## config.mk

```make
export PLATFORM = sky130hd
export DESIGN_NAME = ordered_list_engine
export DESIGN_NICKNAME = d
export VERILOG_FILES = /design/src/sv/ole_pkg.sv /design/src/sv/ole_ram.sv /design/src/sv/ole_front.sv /design/src/sv/ole_back.sv /design/src/sv/ordered_list_engine.sv
export SDC_FILE = /design/constraint.sdc
export NUM_CORES = 2
export LEC_CHECK = 0
export BUFFER_PORTS_ARGS = -buffer_cell sky130_fd_sc_hd__buf_2
export CAP_MARGIN = 20
export CORE_MARGIN = 2
export CORE_UTILIZATION = 30
export CTS_CLUSTER_DIAMETER = 40
export CTS_CLUSTER_SIZE = 8
export DETAILED_ROUTE_END_ITERATION = 12
export PLACE_DENSITY = 0.53
export SYNTH_ARGS = -nofsm -noshare
export SYNTH_HDL_FRONTEND = slang
export SYNTH_SLANG_ARGS = --single-unit
export TNS_END_PERCENT = 100
```

## constraint.sdc

```tcl
create_clock -name i_clk -period 15.7 [get_ports i_clk]
set_input_delay 3.14 -clock i_clk [delete_from_list [all_inputs] [get_ports i_clk]]
set_output_delay 3.14 -clock i_clk [all_outputs]
set_load 0.01 [all_outputs]
```

## src/sv/ole_pkg.sv

```systemverilog
// Shared types and constants of the ordered list engine.
// Holds the item structs, mode codes, status codes and the sequencer states.
// No dependencies.
package ole_pkg;

    // The position fields are six bits and the count field seven, so the
    // capacity is fixed with them.
    localparam int CAPACITY = 64;

    localparam logic [3:0] MODE_INS_HEAD = 4'd0;
    localparam logic [3:0] MODE_INS_TAIL = 4'd1;
    localparam logic [3:0] MODE_INS_AT   = 4'd2;
    localparam logic [3:0] MODE_RM_HEAD  = 4'd3;
    localparam logic [3:0] MODE_RM_TAIL  = 4'd4;
    localparam logic [3:0] MODE_RM_AT    = 4'd5;
    localparam logic [3:0] MODE_READ     = 4'd6;
    localparam logic [3:0] MODE_REPLACE  = 4'd7;
    localparam logic [3:0] MODE_SEARCH   = 4'd8;
    localparam logic [3:0] MODE_COMPARE  = 4'd9;
    localparam logic [3:0] MODE_SWAP     = 4'd10;
    localparam logic [3:0] MODE_CLEAR    = 4'd11;

    typedef enum logic [1:0] {
        ST_OK    = 2'd0,
        ST_RANGE = 2'd1,
        ST_EMPTY = 2'd2,
        ST_FULL  = 2'd3
    } t_status;

    typedef enum logic [3:0] {
        OP_INS_HEAD, OP_INS_TAIL, OP_INS_AT,
        OP_RM_HEAD, OP_RM_TAIL, OP_RM_AT,
        OP_READ, OP_REPLACE, OP_SEARCH, OP_COMPARE, OP_SWAP, OP_CLEAR,
        OP_NOP
    } t_op;

    typedef enum logic [3:0] {
        S_IDLE, S_INS_RD, S_INS_WR, S_INS_PUT, S_RM_RD, S_RM_WR,
        S_RD_ISS, S_RD_GET, S_SR_ISS, S_SR_GET,
        S_SW_A, S_SW_B, S_SW_WA, S_SW_WB, S_DONE
    } t_state;

    typedef struct packed {
        logic [3:0]          mode;
        logic [5:0]          position;
        logic [5:0]          other_position;
        logic signed [31:0]  value;
    } t_in_item;

    typedef struct packed {
        logic signed [31:0]  read_value;
        logic                found;
        logic [1:0]          status;
        logic [6:0]          count;
    } t_out_item;

    typedef struct packed {
        t_op                 op;
        logic [5:0]          position;
        logic [5:0]          other_position;
        logic signed [31:0]  value;
    } t_cmd;

    function automatic t_op decode_mode(input logic [3:0] mode);
        t_op op;
        begin
            unique case (mode)
                MODE_INS_HEAD: op = OP_INS_HEAD;
                MODE_INS_TAIL: op = OP_INS_TAIL;
                MODE_INS_AT:   op = OP_INS_AT;
                MODE_RM_HEAD:  op = OP_RM_HEAD;
                MODE_RM_TAIL:  op = OP_RM_TAIL;
                MODE_RM_AT:    op = OP_RM_AT;
                MODE_READ:     op = OP_READ;
                MODE_REPLACE:  op = OP_REPLACE;
                MODE_SEARCH:   op = OP_SEARCH;
                MODE_COMPARE:  op = OP_COMPARE;
                MODE_SWAP:     op = OP_SWAP;
                MODE_CLEAR:    op = OP_CLEAR;
                default:       op = OP_NOP;
            endcase
            return op;
        end
    endfunction

endpackage

```

## src/sv/ole_ram.sv

```systemverilog
// Generic single-write, single-read RAM with a registered read port.
// No dependencies.
module ole_ram #(
    parameter int WIDTH = 32,
    parameter int DEPTH = 64
) (
    input  logic                     i_clk,
    input  logic                     i_we,
    input  logic [$clog2(DEPTH)-1:0] i_waddr,
    input  logic [WIDTH-1:0]         i_wdata,
    input  logic                     i_re,
    input  logic [$clog2(DEPTH)-1:0] i_raddr,
    output logic [WIDTH-1:0]         o_rdata
);
    logic [WIDTH-1:0] r_mem [DEPTH];

    always_ff @(posedge i_clk) begin
        if (i_we) begin
            r_mem[i_waddr] <= i_wdata;
        end
        if (i_re) begin
            o_rdata <= r_mem[i_raddr];
        end
    end
endmodule

```

## src/sv/ole_front.sv

```systemverilog
// Front end of the ordered list engine: accepts items, decodes the mode
// and holds them in a two-entry queue for the sequencer. Uses ole_pkg.
module ole_front import ole_pkg::*; (
    input  logic     i_clk,
    input  logic     i_rst_n,
    input  logic     i_in_valid,
    output logic     o_in_stall,
    input  t_in_item i_in_item,
    output logic     o_cmd_valid,
    output t_cmd     o_cmd,
    input  logic     i_cmd_pop
);
    t_cmd       r_q [2];
    logic       r_wp, r_rp;
    logic [1:0] r_fill;
    logic       push;

    assign o_in_stall  = (r_fill == 2'd2);
    assign push        = i_in_valid && !o_in_stall;
    assign o_cmd_valid = (r_fill != 2'd0);
    assign o_cmd       = r_q[r_rp];

    always_ff @(posedge i_clk) begin
        if (!i_rst_n) begin
            r_wp   <= 1'b0;
            r_rp   <= 1'b0;
            r_fill <= 2'd0;
        end else begin
            if (push) begin
                r_wp <= ~r_wp;
            end
            if (i_cmd_pop) begin
                r_rp <= ~r_rp;
            end
            r_fill <= r_fill + {1'b0, push} - {1'b0, i_cmd_pop};
        end
    end

    always_ff @(posedge i_clk) begin
        if (push) begin
            r_q[r_wp] <= '{op: decode_mode(i_in_item.mode),
                           position: i_in_item.position,
                           other_position: i_in_item.other_position,
                           value: i_in_item.value};
        end
    end
endmodule

```

## src/sv/ole_back.sv

```systemverilog
// Back end of the ordered list engine: a sequencer that carries out one
// list operation at a time on the entry RAM. Uses ole_pkg and ole_ram.
module ole_back import ole_pkg::*; #(
    parameter int DATA_WIDTH = 32
) (
    input  logic      i_clk,
    input  logic      i_rst_n,
    input  logic      i_cmd_valid,
    input  t_cmd      i_cmd,
    output logic      o_cmd_pop,
    output logic      o_out_valid,
    input  logic      i_out_stall,
    output t_out_item o_out_item
);
    localparam int AW = $clog2(CAPACITY);
    localparam int CW = $clog2(CAPACITY + 1);
    localparam int XW = (CW > 6) ? CW : 6;

    t_state                r_state, n_state;
    logic [CW-1:0]         r_count, n_count;
    logic [AW-1:0]         r_idx, n_idx;
    logic [AW-1:0]         r_tgt, n_tgt;
    logic [AW-1:0]         r_pos2, n_pos2;
    logic [DATA_WIDTH-1:0] r_val, n_val;
    logic [DATA_WIDTH-1:0] r_tmp, n_tmp;
    logic signed [31:0]    r_rd, n_rd;
    logic                  r_found, n_found;
    t_status               r_status, n_status;
    logic                  r_out_valid, n_out_valid;
    t_out_item             r_out, n_out;
    logic                  r_is_read;

    logic                  we, re;
    logic [AW-1:0]         waddr, raddr;
    logic [DATA_WIDTH-1:0] wdata, rdata;

    logic [XW-1:0]         pos_x, pos2_x, cnt_x, tgt_x;
    logic [DATA_WIDTH-1:0] cmd_val;
    logic                  full;
    logic [AW-1:0]         last;

    ole_ram #(.WIDTH(DATA_WIDTH), .DEPTH(CAPACITY)) u_ram (
        .i_clk   (i_clk),
        .i_we    (we),
        .i_waddr (waddr),
        .i_wdata (wdata),
        .i_re    (re),
        .i_raddr (raddr),
        .o_rdata (rdata)
    );

    assign pos_x   = XW'(i_cmd.position);
    assign pos2_x  = XW'(i_cmd.other_position);
    assign cnt_x   = XW'(r_count);
    assign cmd_val = DATA_WIDTH'(64'(i_cmd.value));
    assign full    = (r_count >= CW'(CAPACITY));
    assign last    = AW'(r_count - CW'(1));

    assign o_out_valid = r_out_valid;
    assign o_out_item  = r_out;

    always_comb begin
        n_state     = r_state;
        n_count     = r_count;
        n_idx       = r_idx;
        n_tgt       = r_tgt;
        n_pos2      = r_pos2;
        n_val       = r_val;
        n_tmp       = r_tmp;
        n_rd        = r_rd;
        n_found     = r_found;
        n_status    = r_status;
        n_out_valid = r_out_valid && i_out_stall;
        n_out       = r_out;
        o_cmd_pop   = 1'b0;
        we          = 1'b0;
        waddr       = r_idx;
        wdata       = rdata;
        re          = 1'b0;
        raddr       = r_idx;
        tgt_x       = '0;

        unique case (r_state)
            S_IDLE: begin
                if (i_cmd_valid) begin
                    o_cmd_pop = 1'b1;
                    n_rd      = '0;
                    n_found   = 1'b0;
                    n_status  = ST_OK;
                    n_val     = cmd_val;
                    n_tgt     = AW'(pos_x);
                    n_pos2    = AW'(pos2_x);
                    n_state   = S_DONE;
                    unique case (i_cmd.op)
                        OP_INS_HEAD, OP_INS_TAIL, OP_INS_AT: begin
                            priority if (i_cmd.op == OP_INS_HEAD) begin
                                tgt_x = '0;
                            end else if (i_cmd.op == OP_INS_TAIL) begin
                                tgt_x = cnt_x;
                            end else begin
                                tgt_x = pos_x;
                            end
                            n_tgt = AW'(tgt_x);
                            n_idx = last;
                            priority if (tgt_x > cnt_x) begin
                                n_status = ST_RANGE;
                            end else if (full) begin
                                n_status = ST_FULL;
                            end else if (tgt_x == cnt_x) begin
                                n_state = S_INS_PUT;
                            end else begin
                                n_state = S_INS_RD;
                            end
                        end
                        OP_RM_HEAD, OP_RM_TAIL: begin
                            n_idx = (i_cmd.op == OP_RM_HEAD) ? '0 : last;
                            priority if (r_count == '0) begin
                                n_status = ST_EMPTY;
                            end else if (i_cmd.op == OP_RM_TAIL || r_count == CW'(1)) begin
                                n_count = r_count - CW'(1);
                            end else begin
                                n_state = S_RM_RD;
                            end
                        end
                        OP_RM_AT: begin
                            n_idx = AW'(pos_x);
                            priority if (pos_x >= cnt_x) begin
                                n_status = ST_RANGE;
                            end else if (AW'(pos_x) == last) begin
                                n_count = r_count - CW'(1);
                            end else begin
                                n_state = S_RM_RD;
                            end
                        end
                        OP_READ, OP_COMPARE: begin
                            n_idx = AW'(pos_x);
                            if (pos_x >= cnt_x) begin
                                n_status = ST_RANGE;
                            end else begin
                                n_state = S_RD_ISS;
                            end
                        end
                        OP_REPLACE: begin
                            if (pos_x >= cnt_x) begin
                                n_status = ST_RANGE;
                            end else begin
                                we    = 1'b1;
                                waddr = AW'(pos_x);
                                wdata = cmd_val;
                            end
                        end
                        OP_SEARCH: begin
                            n_idx = '0;
                            if (r_count != '0) begin
                                n_state = S_SR_ISS;
                            end
                        end
                        OP_SWAP: begin
                            if (pos_x >= cnt_x || pos2_x >= cnt_x) begin
                                n_status = ST_RANGE;
                            end else begin
                                n_state = S_SW_A;
                            end
                        end
                        OP_CLEAR: begin
                            n_count = '0;
                        end
                        default: begin
                        end
                    endcase
                end
            end
            // Shift entries up from the tail down to the insert point.
            S_INS_RD: begin
                re      = 1'b1;
                n_state = S_INS_WR;
            end
            S_INS_WR: begin
                we    = 1'b1;
                waddr = r_idx + AW'(1);
                if (r_idx == r_tgt) begin
                    n_state = S_INS_PUT;
                end else begin
                    n_idx   = r_idx - AW'(1);
                    n_state = S_INS_RD;
                end
            end
            S_INS_PUT: begin
                we      = 1'b1;
                waddr   = r_tgt;
                wdata   = r_val;
                n_count = r_count + CW'(1);
                n_state = S_DONE;
            end
            // Shift entries down over the removed one.
            S_RM_RD: begin
                re      = 1'b1;
                raddr   = r_idx + AW'(1);
                n_state = S_RM_WR;
            end
            S_RM_WR: begin
                we = 1'b1;
                if (r_idx + AW'(1) == last) begin
                    n_count = r_count - CW'(1);
                    n_state = S_DONE;
                end else begin
                    n_idx   = r_idx + AW'(1);
                    n_state = S_RM_RD;
                end
            end
            S_RD_ISS: begin
                re      = 1'b1;
                n_state = S_RD_GET;
            end
            // Only a read returns a value; only a compare sets found.
            S_RD_GET: begin
                if (r_is_read) begin
                    n_rd = 32'(64'($signed(rdata)));
                end else if (r_val == rdata) begin
                    n_found = 1'b1;
                end
                n_state = S_DONE;
            end
            S_SR_ISS: begin
                re      = 1'b1;
                n_state = S_SR_GET;
            end
            S_SR_GET: begin
                priority if (r_val == rdata) begin
                    n_found = 1'b1;
                    n_state = S_DONE;
                end else if (r_idx == last) begin
                    n_state = S_DONE;
                end else begin
                    n_idx   = r_idx + AW'(1);
                    n_state = S_SR_ISS;
                end
            end
            S_SW_A: begin
                re      = 1'b1;
                raddr   = r_tgt;
                n_state = S_SW_B;
            end
            S_SW_B: begin
                re      = 1'b1;
                raddr   = r_pos2;
                n_tmp   = rdata;
                n_state = S_SW_WA;
            end
            S_SW_WA: begin
                we      = 1'b1;
                waddr   = r_tgt;
                n_state = S_SW_WB;
            end
            S_SW_WB: begin
                we      = 1'b1;
                waddr   = r_pos2;
                wdata   = r_tmp;
                n_state = S_DONE;
            end
            S_DONE: begin
                if (!r_out_valid || !i_out_stall) begin
                    n_out_valid = 1'b1;
                    n_out       = '{read_value: r_rd, found: r_found,
                                    status: r_status, count: 7'(r_count)};
                    n_state     = S_IDLE;
                end
            end
            default: begin
                n_state = S_IDLE;
            end
        endcase
    end

    always_ff @(posedge i_clk) begin
        if (!i_rst_n) begin
            r_state     <= S_IDLE;
            r_count     <= '0;
            r_out_valid <= 1'b0;
        end else begin
            r_state     <= n_state;
            r_count     <= n_count;
            r_out_valid <= n_out_valid;
        end
    end

    always_ff @(posedge i_clk) begin
        r_idx    <= n_idx;
        r_tgt    <= n_tgt;
        r_pos2   <= n_pos2;
        r_val    <= n_val;
        r_tmp    <= n_tmp;
        r_rd     <= n_rd;
        r_found  <= n_found;
        r_status <= n_status;
        r_out    <= n_out;
    end

    // Read and compare share the fetch path; this tells them apart.
    always_ff @(posedge i_clk) begin
        if (r_state == S_IDLE && i_cmd_valid) begin
            r_is_read <= (i_cmd.op == OP_READ);
        end
    end

    a_count_bound: assert property (@(posedge i_clk) disable iff (!i_rst_n)
        r_count <= CW'(CAPACITY))
        else $error("entry count above capacity");
    a_ins_not_full: assert property (@(posedge i_clk) disable iff (!i_rst_n)
        (r_state == S_INS_PUT) |-> (r_count < CW'(CAPACITY)))
        else $error("insert started on a full list");
    a_search_bound: assert property (@(posedge i_clk) disable iff (!i_rst_n)
        (r_state == S_SR_GET) |-> (CW'(r_idx) < r_count))
        else $error("search walked past the tail");
    a_done_result: assert property (@(posedge i_clk) disable iff (!i_rst_n)
        (r_state == S_DONE && !r_out_valid) |=> r_out_valid)
        else $error("finished item not presented");
endmodule

```

## src/sv/ordered_list_engine.sv

```systemverilog
// Ordered list engine: keeps an ordered list of up to CAPACITY signed values
// and applies one list operation per input item, giving one result item each.
//
// Channels: input items on i_in_valid / o_in_stall / i_in_item, result items
// on o_out_valid / i_out_stall / o_out_item. An item moves at a rising edge
// where valid is high and stall is low. A two-entry queue after the decoder
// lets items be accepted while the sequencer is busy or a result waits.
//
// Steps after the item reaches the sequencer: clear, replace, remove at the
// tail and failed checks go straight to the result; read and compare read
// one entry; swap reads both entries, then writes both; insert at index k
// moves each entry from the tail down to k up one place by a read and a
// write, then stores the value; remove at index k moves each later entry
// down one place; search reads from the head until a match or the tail.
//
// Reset clears the count, the queue and the output valid flag; stored values
// are left as they are. When the receiver stalls, the result is held and the
// sequencer waits before presenting the next one, while the queue fills.
module ordered_list_engine import ole_pkg::*; #(
    parameter int DATA_WIDTH = 32
) (
    input  logic      i_clk,
    input  logic      i_rst_n,
    input  logic      i_in_valid,
    output logic      o_in_stall,
    input  t_in_item  i_in_item,
    output logic      o_out_valid,
    input  logic      i_out_stall,
    output t_out_item o_out_item
);
    logic cmd_valid, cmd_pop;
    t_cmd cmd;

    ole_front u_front (
        .i_clk       (i_clk),
        .i_rst_n     (i_rst_n),
        .i_in_valid  (i_in_valid),
        .o_in_stall  (o_in_stall),
        .i_in_item   (i_in_item),
        .o_cmd_valid (cmd_valid),
        .o_cmd       (cmd),
        .i_cmd_pop   (cmd_pop)
    );

    ole_back #(.DATA_WIDTH(DATA_WIDTH)) u_back (
        .i_clk       (i_clk),
        .i_rst_n     (i_rst_n),
        .i_cmd_valid (cmd_valid),
        .i_cmd       (cmd),
        .o_cmd_pop   (cmd_pop),
        .o_out_valid (o_out_valid),
        .i_out_stall (i_out_stall),
        .o_out_item  (o_out_item)
    );
endmodule
```

==> flow_summary.toml <==
[drt]
wl_met3_mm = 23.20
wl_per_cell_um = 25.09
met1_length_mm = 125.2
drc = 0
wl_met2_mm = 133.4
vias = 60510
top_layer_used = "met5"
dr.pass1.iters = 8
routed_wirelength_mm = 291.8
drt-vias-per-instance = 5.204
drt_iter0_markers = 7429
ant_nets = 0

[worst_setup_path]
critPathLaunch = "u_back.r_state[2]"
cp-end-kind = "flip-flop"
endpoint = "u_back.u_ram.o_rdata[11]"
slowest_stage = "buf_4"
worstSetupPathType = "reg2reg"
start_kind = "flip-flop"
critPathBufInv = 4
reg2reg_depth = 13
crit_cells = 13
required_ps = 16470
cpPeakStageDelay_ps = 940
critPathTopFamily = "buffers and inverters"
timing.rr.start = "u_back.r_state[2]"
worst-r2r-setup-slack_ps = 8480
cp.arrival_ps = 7990
cp_max_fo = 151
crit_chain = "nor4b_4, mux2i_4, buf_4, o21a_4, buf_4, buf_12, buf_4, nand2_1, and3_1, a311oi_1, nor3b_1, o32a_1, nor3_1"
crit_top_cell = "buf_4"
worstReg2RegEnd = "u_back.u_ram.o_rdata[11]"

[cts]
cts_tree = "built"
clock_sinks = 2353
cts_htree_levels = 5
cts_buffers = 407
clock-root-buffer = "clkbuf_16"
clk_pin_slew_ps = 50
postCtsResizedCells = 0
cts_buffer_depth = 4
holdBufCountCts = 0
postCtsSetupBuffers = 0
clk_latency_ps = 990

[floorplan]
fp.dieArea_um2 = 321500
io-pin-count = 96
coreArea_um2 = 315200
initial_core_util = 0.3017
rows = 206
die_w_um = 567.0
fp.dieH_um = 567.0

[timing]
hold_viol_final = 0
min_period_ps = 7217
worst_slew_pin_slew_ps = 1237
worst_slack_ps = 8483
setup_violations = 0
min_period_over_period = 0.4597
skew_ps = 101.2
finalHoldWorstSlack_ps = 361.4
fmax_ghz = 0.1386
slew_headroom = 0.1756
rsz0062_at_grt = "false"
maxSlewViolCount = 0
final.setup.tns_ps = 0

[global_routing]
grt_start_max_net_pins = 161
grt_pass1_vias = 57790
antenna_found_initial = 19
grt.total_usage = 0.1756
grt_pass1_wl_mm = 418.0
overflow = 0

[yosys]
yosys-top-cells-count = "2336 x edfxtp_1, 1732 x nand2_1, 696 x nand3_1"
ys_ff_latch = 2353
synth_top_cell_by_area = "edfxtp_1"
synth-simple-area-share = 0.1335
synthMuxAreaShare = 0.03266
synthAdderAreaFrac = 0.003552
synth_top_family_by_area = "simple AND/OR/NAND/NOR gates"
synth_top_area_frac = 0.7376
synthFlopType = "edfxtp_1"
synthMostInstantiatedCell = "edfxtp_1"
synth_nets = 7075
syn_area_um2 = 95100
synth-xor-area-share = 0.006447
synth_cell_types = 67
synth_edf_count = 2336
yosysWarnings = 0
syn_inst = 6996
ys_seq_area_frac = 0.7412
async_flop_share = 0
synth_compound_area_frac = 0.05859
synthTopCellsByArea = "edfxtp_1 74%, nand2_1 6.8%, nand3_1 3.7%, mux2i_1 2.4%, clkbuf_1 0.96%"
avgSynthCellArea_um2 = 13.59

[finish]
areaGrowthSynthToFinish_pct = 19.38
drive_gt1_frac = 0.1327
final_nets = 7317
fin_area_um2 = 113500

[place]
numPortBuffers = 95
gp_congestion = 0.8584
dp_hpwl_mm = 166.9
place_area_um2 = 101300
place_ws_ps = 8436

[power_and_ir_drop]
p_leak_uw = 0.03860
power_density_nw_per_um2 = 240.0
ir_drop_mv = 0.1902

[min_path]
hp-class = "reg2reg"

[run_status]
outcome = "completed"

[flow_run]
cap_viol_max_count = 0
==> cell usage in the layout, fill, tap and decap left out, types with 60 or more instances in the layout <==
cell       count
clkbuf_16    414
nand3_1      696
a32oi_1       60
nand2_1     1729
o211ai_1      90
inv_1         96
a31oi_1      113
edfxtp_1    2336
nor2_1        86
buf_4        155
nor2_4        66
a21oi_1      176
mux2i_1      226
buf_2         96
and3_1       123
mux2_2        74
==> layer usage <==
metal  global-route usage  vias to the layer above
li1                     -                    26650
met1               0.2457                    30780
met2               0.2742                     2578
met3              0.02940                      503
met4              0.06293                        2
met5                    0                        -
==> registers in the layout, summed over array words and instances (netlist names), named ones only <==
signal	count
u_back.cnt_x	7
u_back.o_out_item	42
u_back.o_out_valid	1
u_back.r_found	1
u_back.r_idx	6
u_back.r_is_read	1
u_back.r_pos2	6
u_back.r_rd	32
u_back.r_state	4
u_back.r_status	2
u_back.r_tgt	6
u_back.r_tmp	32
u_back.r_val	32
u_back.u_ram.o_rdata	32
u_back.u_ram.r_mem	2048
u_front.r_fill	2
u_front.r_q	96
u_front.r_rp	1
u_front.r_wp	1
==> report_power, final <==
| group | leakage (µW) | internal, µW | switching, µW | total, µW |
|---|---|---|---|---|
| combinational | 0.0115 | 2660 | 7930 | 10600 |
| sequential | 0.0212 | 8450 | 335 | 8780 |
| clock | 0.00584 | 5060 | 2810 | 7870 |
| total | 0.0386 | 16200 | 11100 | 27200 |
==> cell families (layout without fill, tap and decap cells) <==
group,count (synthesis),in the layout
other,0,9
XOR/XNOR,70,70
flip-flops,2353,2353
AO/OA/AOI/OAI,795,795
AND/OR/NAND/NOR,2912,2912
adder cells (fa/ha/maj),27,27
buffers and inverters,538,1001
multiplexers,301,301
==> area by class of cell <==
cell class              instances  area (µm²)
inverters                      96       360.3
clock inverters               158        1399
fillers                     29820      201700
repair buffers                275        2145
diodes                          9       22.52
well taps                    4160        5205
flip-flops and latches       2353       70490
multi-input cells            4105       23330
clock buffers                 472       10580
==> worst min path at each step <==
stage,start,end,cells after the start
final,u_back.r_rd[24],u_back.o_out_item[34],0
after detailed placement,u_back.r_rd[22],u_back.o_out_item[32],0
after floorplan,u_back.r_rd[0],u_back.o_out_item[10],0
after CTS,u_back.r_rd[24],u_back.o_out_item[34],0
after global placement,u_back.r_status[0],u_back.o_out_item[7],0
after global routing,u_back.r_rd[24],u_back.o_out_item[34],0
==> stage by stage <==
step           cells  power (µW)  utilization
2_1_floorplan   6996       15000            -
3_3_place_gp   10970       19300       0.3209
3_5_place_dp   10980       19400       0.3215
4_1_cts        11610       27300       0.3595
5_1_grt        11620       28310       0.3601
6_report       11630       27250       0.3602
No activity file was read; power rests on OpenSTA's default activity.
